File: src/rtl/lmcs_pkg.sv
// shared types and codes for the line minor coordinate stepper
package lmcs_pkg;

  localparam int unsigned CoordW = 6;

  typedef logic [CoordW-1:0] coord_t;

  typedef enum logic [1:0] {
    KIND_POINT      = 2'd0,
    KIND_HORIZONTAL = 2'd1,
    KIND_VERTICAL   = 2'd2,
    KIND_SLOPED     = 2'd3
  } kind_e;

  typedef enum logic [1:0] {
    AXIS_X    = 2'd0,
    AXIS_Y    = 2'd1,
    AXIS_NONE = 2'd2
  } axis_e;

endpackage

File: src/rtl/lmcs_line_if.sv
// input channel: both endpoints of one line
interface lmcs_line_if;
  import lmcs_pkg::*;

  logic   valid;
  logic   ready;
  coord_t start_x;
  coord_t start_y;
  coord_t end_x;
  coord_t end_y;

  modport source (output valid, start_x, start_y, end_x, end_y, input ready);
  modport sink   (input valid, start_x, start_y, end_x, end_y, output ready);
endinterface

File: src/rtl/lmcs_minor_if.sv
// output channel: minor coordinate changes and line status
interface lmcs_minor_if;
  import lmcs_pkg::*;

  logic   valid;
  logic   ready;
  coord_t minor_value;
  logic   value_valid;
  kind_e  line_kind;
  axis_e  major_axis;
  logic   last;

  modport source (output valid, minor_value, value_valid, line_kind, major_axis, last,
                  input ready);
  modport sink   (input valid, minor_value, value_valid, line_kind, major_axis, last,
                  output ready);
endinterface

File: src/rtl/line_minor_coordinate_stepper_top.sv
// line minor coordinate stepper: classifies a line and walks its major axis
//
// line_i takes one line (two endpoints) per item; coordinates above COORD_MAX
// are saturated. minor_o returns, in order, every ceiling minor coordinate
// that differs from the one at the previous major step, walking from the
// lower major endpoint up to one below the upper one. The final item of a
// line has last set. A diagonal or point line, or a walk without any change,
// gives a single status item with value_valid low and last high.
// Sequence: accept in the idle state, compute the setup, walk one major step
// at a time (up to 62 steps) with an end check, then post the final item in
// the flush state. The rate is set by the step unit: one remainder update
// (add, range compare, correction) per cycle while the walk is not held.
// line_i.ready is high only while no line is in work. Items are posted
// through an output register; a stalled receiver holds the walk only when a
// new change has to be posted while the register is still full.
// Reset clears the sequencer and the output valid; no line is in work after.
module line_minor_coordinate_stepper_top #(
  parameter int unsigned COORD_MAX = 63
) (
  input  logic clk_i,
  input  logic rst_ni,
  lmcs_line_if.sink    line_i,
  lmcs_minor_if.source minor_o
);
  import lmcs_pkg::*;

  typedef enum logic [3:0] {
    ST_IDLE  = 4'b0001,
    ST_SETUP = 4'b0010,
    ST_WALK  = 4'b0100,
    ST_FLUSH = 4'b1000
  } state_e;

  localparam coord_t CoordCap = coord_t'(COORD_MAX);

  function automatic coord_t clamp(input coord_t c);
    return (c > CoordCap) ? CoordCap : c;
  endfunction

  function automatic coord_t absdiff(input coord_t a, input coord_t b);
    return (a > b) ? coord_t'(a - b) : coord_t'(b - a);
  endfunction

  state_e state_q, state_d;
  coord_t px_q, py_q, qx_q, qy_q;
  coord_t pos_q, pos_d;
  coord_t hi_q, hi_d;
  coord_t minor_q, minor_d;
  coord_t rem_q, rem_d;
  coord_t span_q, span_d;
  logic signed [CoordW:0] slope_q, slope_d;
  kind_e  kind_q, kind_d;
  axis_e  axis_q, axis_d;
  coord_t pend_q, pend_d;
  logic   pend_vld_q, pend_vld_d;

  logic   out_vld_q, out_vld_d;
  coord_t out_val_q, out_val_d;
  logic   out_vv_q, out_vv_d;
  logic   out_last_q, out_last_d;
  kind_e  out_kind_q, out_kind_d;
  axis_e  out_axis_q, out_axis_d;
  logic   out_load;

  // setup signals
  coord_t adx, ady, lo_s, hi_s, mlo_s, mhi_s;
  kind_e  kind_s;
  axis_e  axis_s;

  // step unit
  logic signed [CoordW+1:0] rem_sub, span_s;
  coord_t rem_step, minor_step;
  logic   chg, at_end, out_free, accept;

  assign accept       = line_i.valid && line_i.ready;
  assign line_i.ready = (state_q == ST_IDLE);
  assign out_free     = !out_vld_q || minor_o.ready;

  always_comb begin
    adx = absdiff(px_q, qx_q);
    ady = absdiff(py_q, qy_q);
    priority if (adx == '0 && ady == '0) begin
      kind_s = KIND_POINT;
    end else if (ady == '0) begin
      kind_s = KIND_HORIZONTAL;
    end else if (adx == '0) begin
      kind_s = KIND_VERTICAL;
    end else begin
      kind_s = KIND_SLOPED;
    end
    priority if (adx == ady) begin
      axis_s = AXIS_NONE;
      lo_s = px_q; hi_s = qx_q; mlo_s = py_q; mhi_s = qy_q;
    end else if (ady > adx) begin
      axis_s = AXIS_Y;
      if (py_q < qy_q) begin
        lo_s = py_q; hi_s = qy_q; mlo_s = px_q; mhi_s = qx_q;
      end else begin
        lo_s = qy_q; hi_s = py_q; mlo_s = qx_q; mhi_s = px_q;
      end
    end else begin
      axis_s = AXIS_X;
      if (px_q < qx_q) begin
        lo_s = px_q; hi_s = qx_q; mlo_s = py_q; mhi_s = qy_q;
      end else begin
        lo_s = qx_q; hi_s = px_q; mlo_s = qy_q; mhi_s = py_q;
      end
    end
  end

  // remainder r = q*span - target stays in [0, span); target grows by slope per step
  always_comb begin
    rem_sub = $signed({2'b00, rem_q}) - $signed({slope_q[CoordW], slope_q});
    span_s  = $signed({2'b00, span_q});
    chg     = 1'b1;
    priority if (rem_sub < 0) begin
      rem_step   = coord_t'(rem_sub + span_s);
      minor_step = coord_t'(minor_q + 1'b1);
    end else if (rem_sub >= span_s) begin
      rem_step   = coord_t'(rem_sub - span_s);
      minor_step = coord_t'(minor_q - 1'b1);
    end else begin
      rem_step   = coord_t'(rem_sub);
      minor_step = minor_q;
      chg        = 1'b0;
    end
    at_end = ({1'b0, pos_q} + 1'b1) >= {1'b0, hi_q};
  end

  always_comb begin
    state_d    = state_q;
    pos_d      = pos_q;
    hi_d       = hi_q;
    minor_d    = minor_q;
    rem_d      = rem_q;
    span_d     = span_q;
    slope_d    = slope_q;
    kind_d     = kind_q;
    axis_d     = axis_q;
    pend_d     = pend_q;
    pend_vld_d = pend_vld_q;
    out_load   = 1'b0;
    out_val_d  = out_val_q;
    out_vv_d   = out_vv_q;
    out_last_d = out_last_q;
    out_kind_d = out_kind_q;
    out_axis_d = out_axis_q;

    unique case (state_q)
      ST_IDLE: begin
        if (accept) begin
          state_d = ST_SETUP;
        end
      end
      ST_SETUP: begin
        kind_d     = kind_s;
        axis_d     = axis_s;
        pos_d      = lo_s;
        hi_d       = hi_s;
        minor_d    = mlo_s;
        rem_d      = '0;
        span_d     = (axis_s == AXIS_Y) ? ady : adx;
        slope_d    = $signed({1'b0, mhi_s}) - $signed({1'b0, mlo_s});
        pend_vld_d = 1'b0;
        state_d    = (axis_s == AXIS_NONE) ? ST_FLUSH : ST_WALK;
      end
      ST_WALK: begin
        if (at_end) begin
          state_d = ST_FLUSH;
        end else if (!(chg && pend_vld_q && !out_free)) begin
          pos_d   = coord_t'(pos_q + 1'b1);
          rem_d   = rem_step;
          minor_d = minor_step;
          if (chg) begin
            pend_d     = minor_step;
            pend_vld_d = 1'b1;
            if (pend_vld_q) begin
              out_load   = 1'b1;
              out_val_d  = pend_q;
              out_vv_d   = 1'b1;
              out_last_d = 1'b0;
            end
          end
        end
      end
      ST_FLUSH: begin
        if (out_free) begin
          out_load   = 1'b1;
          out_val_d  = pend_vld_q ? pend_q : '0;
          out_vv_d   = pend_vld_q;
          out_last_d = 1'b1;
          pend_vld_d = 1'b0;
          state_d    = ST_IDLE;
        end
      end
      default: begin
        state_d = ST_IDLE;
      end
    endcase

    if (out_load) begin
      out_kind_d = kind_q;
      out_axis_d = axis_q;
    end
    out_vld_d = out_load || (out_vld_q && !minor_o.ready);
  end

  always_ff @(posedge clk_i or negedge rst_ni) begin
    if (!rst_ni) begin
      state_q    <= ST_IDLE;
      pend_vld_q <= 1'b0;
      out_vld_q  <= 1'b0;
    end else begin
      state_q    <= state_d;
      pend_vld_q <= pend_vld_d;
      out_vld_q  <= out_vld_d;
    end
  end

  always_ff @(posedge clk_i) begin
    if (accept) begin
      px_q <= clamp(line_i.start_x);
      py_q <= clamp(line_i.start_y);
      qx_q <= clamp(line_i.end_x);
      qy_q <= clamp(line_i.end_y);
    end
    pos_q      <= pos_d;
    hi_q       <= hi_d;
    minor_q    <= minor_d;
    rem_q      <= rem_d;
    span_q     <= span_d;
    slope_q    <= slope_d;
    kind_q     <= kind_d;
    axis_q     <= axis_d;
    pend_q     <= pend_d;
    out_val_q  <= out_val_d;
    out_vv_q   <= out_vv_d;
    out_last_q <= out_last_d;
    out_kind_q <= out_kind_d;
    out_axis_q <= out_axis_d;
  end

  assign minor_o.valid       = out_vld_q;
  assign minor_o.minor_value = out_val_q;
  assign minor_o.value_valid = out_vv_q;
  assign minor_o.line_kind   = out_kind_q;
  assign minor_o.major_axis  = out_axis_q;
  assign minor_o.last        = out_last_q;

  a_rem_in_range: assert property (@(posedge clk_i) disable iff (!rst_ni)
    (state_q == ST_WALK) |-> (rem_q < span_q))
    else $error("step remainder out of range");

  a_pos_below_hi: assert property (@(posedge clk_i) disable iff (!rst_ni)
    (state_q == ST_WALK) |-> (pos_q < hi_q))
    else $error("walk position reached upper endpoint");

  a_minor_unit_step: assert property (@(posedge clk_i) disable iff (!rst_ni)
    (state_q == ST_WALK) |=> (minor_q == $past(minor_q)
      || minor_q == coord_t'($past(minor_q) + 1'b1)
      || minor_q == coord_t'($past(minor_q) - 1'b1)))
    else $error("minor coordinate moved more than one per step");

  a_flush_ends_line: assert property (@(posedge clk_i) disable iff (!rst_ni)
    (state_q == ST_FLUSH && out_free) |=> (state_q == ST_IDLE && out_vld_q && out_last_q))
    else $error("line end not posted with last");

  a_status_form: assert property (@(posedge clk_i) disable iff (!rst_ni)
    (out_vld_q && !out_vv_q) |-> (out_last_q && out_val_q == '0))
    else $error("status item malformed");

endmodule
File: src/flat_wrapper.sv
// flat-port wrapper written by rule: the top's interface ports become plain ports
module line_minor_coordinate_stepper_top_flat import lmcs_pkg::*;
#(
  parameter int unsigned COORD_MAX = 63
)
  (clk_i, rst_ni, line_i_valid, line_i_start_x, line_i_start_y, line_i_end_x, line_i_end_y, line_i_ready, minor_o_valid, minor_o_minor_value, minor_o_value_valid, minor_o_line_kind, minor_o_major_axis, minor_o_last, minor_o_ready);
  lmcs_line_if line_i_i ();
  lmcs_minor_if minor_o_i ();
  input  logic clk_i;
  input  logic rst_ni;
  input wire logic [$bits(line_i_i.valid)-1:0] line_i_valid;
  input wire logic [$bits(line_i_i.start_x)-1:0] line_i_start_x;
  input wire logic [$bits(line_i_i.start_y)-1:0] line_i_start_y;
  input wire logic [$bits(line_i_i.end_x)-1:0] line_i_end_x;
  input wire logic [$bits(line_i_i.end_y)-1:0] line_i_end_y;
  output wire logic [$bits(line_i_i.ready)-1:0] line_i_ready;
  output wire logic [$bits(minor_o_i.valid)-1:0] minor_o_valid;
  output wire logic [$bits(minor_o_i.minor_value)-1:0] minor_o_minor_value;
  output wire logic [$bits(minor_o_i.value_valid)-1:0] minor_o_value_valid;
  output wire logic [$bits(minor_o_i.line_kind)-1:0] minor_o_line_kind;
  output wire logic [$bits(minor_o_i.major_axis)-1:0] minor_o_major_axis;
  output wire logic [$bits(minor_o_i.last)-1:0] minor_o_last;
  input wire logic [$bits(minor_o_i.ready)-1:0] minor_o_ready;
  assign line_i_i.valid = line_i_valid;
  assign line_i_i.start_x = line_i_start_x;
  assign line_i_i.start_y = line_i_start_y;
  assign line_i_i.end_x = line_i_end_x;
  assign line_i_i.end_y = line_i_end_y;
  assign line_i_ready = line_i_i.ready;
  assign minor_o_valid = minor_o_i.valid;
  assign minor_o_minor_value = minor_o_i.minor_value;
  assign minor_o_value_valid = minor_o_i.value_valid;
  assign minor_o_line_kind = minor_o_i.line_kind;
  assign minor_o_major_axis = minor_o_i.major_axis;
  assign minor_o_last = minor_o_i.last;
  assign minor_o_i.ready = minor_o_ready;
  line_minor_coordinate_stepper_top #(.COORD_MAX(COORD_MAX)) u_core (.clk_i(clk_i), .rst_ni(rst_ni), .line_i(line_i_i), .minor_o(minor_o_i));
endmodule
File: config.mk
export PLATFORM = sky130hd
export DESIGN_NAME = line_minor_coordinate_stepper_top_flat
export DESIGN_NICKNAME = d
export VERILOG_FILES = /design/src/rtl/lmcs_pkg.sv /design/src/rtl/lmcs_line_if.sv /design/src/rtl/lmcs_minor_if.sv /design/src/rtl/line_minor_coordinate_stepper_top.sv /design/src/flat_wrapper.sv
export SDC_FILE = /design/constraint.sdc
export NUM_CORES = 1
export LEC_CHECK = 0
export ABC_CLOCK_PERIOD_IN_PS = 6200
export BUFFER_PORTS_ARGS = -buffer_cell sky130_fd_sc_hd__buf_2
export CAP_MARGIN = 5
export CORE_AREA = 2 2 131 133
export CTS_CLUSTER_DIAMETER = 100
export DETAILED_ROUTE_END_ITERATION = 7
export DIE_AREA = 0 0 133 135
export MAX_ROUTING_LAYER = met4
export PLACE_DENSITY = 0.55
export SETUP_SLACK_MARGIN = 0.05
export SYNTH_ARGS = -nofsm -noshare
export SYNTH_HDL_FRONTEND = slang
export SYNTH_SLANG_ARGS = --single-unit
File: constraint.sdc
create_clock -name clk_i -period 6.2 [get_ports clk_i]
set_clock_uncertainty 0.05 [all_clocks]
set_input_delay 0.62 -clock clk_i [delete_from_list [all_inputs] [get_ports clk_i]]
set_output_delay 0.62 -clock clk_i [all_outputs]
set_load 0.01 [all_outputs]
Yosys cells after proc, flatten, opt, wreduce, memory -nomap -nowiden
Cells that the tools add are included.

word-level totals
  input port bits = 28
  memory bits (read-only) = 0
  flip-flop bits (word level) = 89
  bits in writable memories = 0
  latch bits = 0
  output and inout bits = 14
  word-level logic and storage cells = 156
  memories = 0

operators by class
  multiply operators = 0
  bitwise logic cells = 2
  $add $sub $neg = 12
  equal/unequal tests = 14
  multiplexer cells = 73
  div/mod/pow operators = 0
  reductions and logical operators = 21
  $lt $le $gt $ge = 12
  shift operators = 0

operators with widths
  operator                                                    count
  two-way mux 6 bit                                           35
  one-hot mux 6 bit (2 select lines)                          4
  subtractor 6 bit                                            5
  > comparator 6 bit, second input constant                   4
  two-way mux 1 bit                                           24
  > comparator 6 bit                                          3
  two-way mux 4 bit                                           4
  one-hot mux 4 bit (4 select lines)                          1
  adder 6 x 1 -> 6 bit, second input constant                 2
  zero test 6 bit                                             2
  less-than comparator 6 bit                                  2
  >= comparator 8 x 7 -> 1 bit                                1
  less-than comparator 8 x 1 -> 1 bit, second input constant  1
  inequality test 2 x 1 -> 1 bit, second input constant       4
  subtractor 7 x 7 -> 8 bit                                   1
  adder 6 x 1 -> 7 bit, second input constant                 1
  >= comparator 7 x 6 -> 1 bit                                1
  subtractor 6 x 6 -> 7 bit                                   1
  adder 6 bit                                                 1
  equality test 6 bit                                         1
  inequality test 2 bit, second input constant                3
  one-hot mux 1 bit (2 select lines)                          3
  AND reduction 3 bit                                         2
  AND reduction 6 bit                                         1
  other kinds (18)                                            27

Longest topological paths before layout
  depth in word-level cells = 10
  mapped depth = 26
  mapped depth without buffers = 25

Worst setup path before layout
No wires, ideal clock.

  kind = register -> register
  from = register u_core.qy_q[0]
  to = register u_core.slope_q[5], data pin
  clock period less this slack = 5.465 ns
  data required time = 5.892 ns
  buffers on the path = 2
  data arrival time = 5.158 ns
  setup time = 0.258 ns
  cell stages (with the launch flop) = 24
  path slack = 0.735 ns
  cells stage by stage = edfxtp_1 -> ha_1 -> fa_1 -> nor2b_1 -> o2111ai_1 -> nand3b_1 -> clkbuf_1 -> nand2_1 -> mux2i_1 -> xnor2_1 -> inv_1 -> ha_1 -> or2_2 -> a21oi_1 -> a21oi_1 -> o31ai_1 -> clkbuf_1 -> a22oi_1 -> ha_1 -> o21ai_0 -> nand2b_1 -> a21o_1 -> a21oi_1 -> xnor2_1

between the ends
  longest elaborated chain between the ends = 6
  elaborated cells between the ends (all ways) = 16
  those cells by class = 3 x add/sub; 3 x order compare; 1 x eq/ne; 9 x mux

RTL lines
  element                                                 RTL line                                  RTL
  start, declared                                         line_minor_coordinate_stepper_top.sv:45   coord_t px_q, py_q, qx_q, qy_q;
  start signal, assigned                                  line_minor_coordinate_stepper_top.sv:225  qy_q <= clamp(line_i.end_y);
  subtractor 6 bit or > comparator 6 bit (tied branches)  line_minor_coordinate_stepper_top.sv:41   return (a > b) ? coord_t'(a - b) : coord_t'(b - a);
  two-way mux 6 bit                                       line_minor_coordinate_stepper_top.sv:41
  > comparator 6 bit                                      line_minor_coordinate_stepper_top.sv:94   end else if (ady > adx) begin
  two-way mux 6 bit                                       line_minor_coordinate_stepper_top.sv:94
  two-way mux 6 bit                                       line_minor_coordinate_stepper_top.sv:91   priority if (adx == ady) begin
  subtractor 6 x 6 -> 7 bit *                             line_minor_coordinate_stepper_top.sv:163  slope_d = $signed({1'b0, mhi_s}) - $signed({1'b0, mlo_s});
  end signal, assigned                                    line_minor_coordinate_stepper_top.sv:232  slope_q <= slope_d;
  end, declared                                           line_minor_coordinate_stepper_top.sv:51   logic signed [CoordW:0] slope_q, slope_d;

Mark *: on every way between the ends. The rest lies on a longest branch, timed or not.
A chain may end at the register's enable or synchronous reset.

Worst setup path after layout
  from = register u_core.qx_q[0]
  to = register u_core.slope_q[5], data pin

between the ends
  longest elaborated chain between the ends = 6
  elaborated cells between the ends (all ways) = 16
  those cells by class = 3 x add/sub; 3 x order compare; 1 x eq/ne; 9 x mux

RTL lines
  element                                                 RTL line                                  RTL
  start, declared                                         line_minor_coordinate_stepper_top.sv:45
  start signal, assigned                                  line_minor_coordinate_stepper_top.sv:224  qx_q <= clamp(line_i.end_x);
  subtractor 6 bit or > comparator 6 bit (tied branches)  line_minor_coordinate_stepper_top.sv:41
  two-way mux 6 bit                                       line_minor_coordinate_stepper_top.sv:41
  > comparator 6 bit                                      line_minor_coordinate_stepper_top.sv:94
  two-way mux 6 bit                                       line_minor_coordinate_stepper_top.sv:94
  two-way mux 6 bit                                       line_minor_coordinate_stepper_top.sv:91
  subtractor 6 x 6 -> 7 bit *                             line_minor_coordinate_stepper_top.sv:163

Marked as above.

==> impl_metrics.py <==
metrics = {
    "outcome": {
        "status": "finished, final reports clean",
    },
    "critical_path": {
        "worstPathMaxFanout": 14,
        "worstReg2RegEnd": "u_core.slope_q[5]",
        "crit_arrival_ns": 5.85,
        "worst_r2r_startpoint": "u_core.qx_q[0]",
        "cp_data_required_time_ns": 6.26,
        "startpoint_type": "register",
        "end_kind": "register",
        "r2r_cells": 24,
        "critPathKind": "register to register",
        "reg2reg_slack_ns": 0.42,
    },
    "clock_network": {
        "cts_tree": "yes",
        "ctsHtreeMaxLevel": 3,
        "clockBufferDepth": 2,
        "path_clk_slew_ns": 0.07,
        "cts_root_buf": "clkbuf_16",
        "cts_buffers": 9,
        "cts_sinks": 89,
        "clk_latency_ns": 0.36,
    },
    "run": {
        "cap_viol_max_count": 0,
    },
    "timing": {
        "relSlewSlack_pct": 28.2,
        "timing.fmax_ghz": 0.173,
        "finalCritPeriodShare_pct": 93.3,
        "setup_violations": 0,
        "worst_hold_slack_ns": 0.0248,
        "worst-slew-pin-transition_ns": 1.07,
        "rsz0062_at_grt": "false",
        "period_minus_slack_ns": 5.78,
        "hold_violations": 0,
        "final_max_slew_viol_count": 0,
        "fin_tns_setup_ns": 0,
    },
    "layout": {
        "nets": 795,
        "final_layout_size_suffix_gt1_share_pct": 13.2,
        "post-route-util_pct": 44.3,
        "syn2layout_area_growth_pct": 11.7,
        "diodes": 0,
        "design_area_um2": 7270,
    },
    "yosys": {
        "syn_avg_cell_area_um2": 9.67,
        "synth_compound_area_share_pct": 19.2,
        "async_reset_ff_share_pct": 6.74,
        "yosys.area_share.adder_pct": 14.0,
        "synth_top_family_by_area": "compound AO/OA/AOI/OAI gates",
        "synth.distinct_cells": 69,
        "synthFlopType": "edfxtp_1",
        "synthesis.area_um2": 6510,
        "synthSimpleGateAreaFrac_pct": 11.6,
        "syn_nets": 769,
        "synth_edf_count": 83,
        "synth-xor-area-share_pct": 3.23,
        "synth-seq-cells": 89,
        "yosys_warnings": 0,
        "yosys-mux-area-fraction_pct": 3.85,
        "yosysSeqAreaShare_pct": 40.6,
        "syn-instance-count": 673,
    },
    "route": {
        "vias": 5073,
        "drt_iter0_drc": 324,
        "routed_via_density": 5.49,
        "drc": 0,
        "antenna_left": 0,
        "dr.pass1.iters": 5,
        "routedWlPerCell_um": 18.2,
        "wirelength_mm": 16.9,
    },
    "global_routing": {
        "grt_pass1_wl_mm": 26.7,
        "grt_pass1_vias": 4983,
        "antenna_found_initial": 0,
        "grt_max_degree": 30,
        "gr-total-overflow": 0,
        "track_usage_pct": 19.9,
    },
    "die": {
        "die_w_um": 133,
        "initial_core_util_pct": 39.7,
        "core_area_um2": 16400,
        "rows": 47,
        "io_pins": 42,
        "die_y_um": 135,
        "die-area_um2": 18000,
    },
    "hold_path": {
        "min_path_type": "input pin to async pin",
    },
    "placed_design": {
        "dpl_cell_area_um2": 6900,
        "port_buffers": 41,
        "hpwlAfterDp_mm": 13.1,
        "gp_congestion": 0.926,
    },
}
[cell families (layout without fill, tap and decap cells)]
family,after synthesis,in the layout
AOI/OAI and AO/OA,188,188
and+or+nand+nor,153,153
buffers and inverters,127,158
DFF,89,89
adders and majority gates,68,68
xor gates and xnor gates,24,24
muxes,24,24
[per-layer routing]
layer	share of wire (%)	track usage, %
met4	2.7	8.30
met5	0	-
met3	3.7	2.82
met1	45	24.7
met2	48	32.7
[worst max-delay path by stage]
stage / startpoint / endpoint / slack (ns)
2_1_floorplan: u_core.qy_q[0] / u_core.slope_q[5] / 0.73
3_3_place_gp: u_core.px_q[0] / u_core.slope_q[5] / 0.21
3_5_place_dp: u_core.px_q[0] / u_core.slope_q[5] / 0.17
4_1_cts: u_core.px_q[0] / u_core.slope_q[5] / 0.15
5_1_grt: u_core.qy_q[0] / u_core.slope_q[5] / 0.06
6_report: u_core.qx_q[0] / u_core.slope_q[5] / 0.42
[cells in the mapped netlist, types with 3 or more instances]
cell      instances  share of area (%)
edfxtp_1         83                 38
inv_1            81                4.7
ha_1             60                 12
a21oi_1          46                3.5
clkbuf_1         42                2.4
nand2_1          42                2.4
nor2_1           42                2.4
o21ai_0          31                2.4
mux2i_1          19                2.9
nor2b_1          17                1.6
xnor2_1          17                2.3
a22oi_1          16                1.8
o22ai_1          16                1.5
a21o_1            9                1.0
nand3_1           9               0.69
fa_1              8                2.5
nor3_1            8               0.62
o21a_1            8               0.92
a211oi_1          7               0.81
nand2b_1          7               0.67
xor2_1            7               0.94
a31oi_1           6               0.58
dfrtp_1           5                1.9
nor4_1            5               0.48
o21bai_1          5               0.58
a211o_1           4               0.54
and3_1            4               0.38
o221ai_1          4               0.54
a21boi_0          3               0.35
a311o_1           3               0.46
a31o_2            3               0.40
mux2_2            3               0.52
o211a_1           3               0.46
o211ai_1          3               0.35
o31a_1            3               0.40
o31ai_1           3               0.35
o32ai_1           3               0.40
or3_1             3               0.29
[registers in the layout, indices dropped and copies added (netlist names)]
name / flops
u_core.slope_q: 7
u_core.hi_q: 6
u_core.minor_o.minor_value: 6
u_core.minor_q: 6
u_core.pend_q: 6
u_core.pos_q: 6
u_core.px_q: 6
u_core.py_q: 6
u_core.qx_q: 6
u_core.qy_q: 6
u_core.rem_q: 6
u_core.span_q: 6
u_core.state_q: 4
u_core.axis_q: 2
u_core.kind_q: 2
u_core.minor_o.line_kind: 2
u_core.minor_o.major_axis: 2
u_core.minor_o.last: 1
u_core.minor_o.valid: 1
u_core.minor_o.value_valid: 1
u_core.pend_vld_q: 1
[layout by cell type, fill, tap and decap left out, types with 5 or more instances in the layout]
cell / instances
a211oi_1: 7
a21o_1: 9
a21oi_1: 45
a22oi_1: 16
a31oi_1: 6
buf_2: 41
buf_4: 19
clkbuf_16: 10
dfrtp_1: 5
edfxtp_1: 83
fa_1: 8
ha_1: 60
inv_1: 81
mux2i_1: 19
nand2_1: 42
nand2b_1: 7
nand3_1: 9
nor2_1: 42
nor2b_1: 17
nor3_1: 7
nor4_1: 5
o21a_1: 8
o21ai_0: 30
o21bai_1: 5
o22ai_1: 16
xnor2_1: 17
xor2_1: 7
[cell type report]
type / count / area [um^2]
Multi-Input combinational cell: 457 / 3390
Tap cell: 220 / 275
Sequential cell: 89 / 2640
Inverter: 82 / 308
Clock buffer: 11 / 264
Clock inverter: 5 / 42.5
Timing Repair Buffer: 60 / 348
Fill cell: 1578 / 9140
[repair_timing]
action,CTS,global route
setup endpoints to repair,0,3
gates resized for setup,0,2
hold buffers,0,0
buffers inserted,0,7
[stage by stage]
step	std cells	worst slack, ns
2_1_floorplan	673	0.735
3_3_place_gp	901	0.206
3_5_place_dp	901	0.171
4_1_cts	917	0.146
5_1_grt	924	0.0582
6_report	924	0.418
[worst max-delay path: stages, from the launching register on]
cell and delay [ns]:
edfxtp_1 0.46, ha_1 0.28, fa_1 0.40, nor2b_1 0.22
o31a_1 0.22, o31a_2 0.29, mux2_4 0.34, o22ai_2 0.17
xnor2_1 0.21, inv_1 0.08, ha_1 0.31, nand2_1 0.05
or3_1 0.42, buf_4 0.22, inv_1 0.18, a31oi_1 0.11
o22ai_1 0.33, inv_1 0.08, ha_1 0.29, nor2b_1 0.12
o21ai_0 0.16, nand2b_1 0.10, a21o_1 0.19, a21oi_1 0.17
xnor2_1 0.08
Power is not shown: default switching activity piles up to over one toggle a cycle in this logic, so the estimate is an artifact.
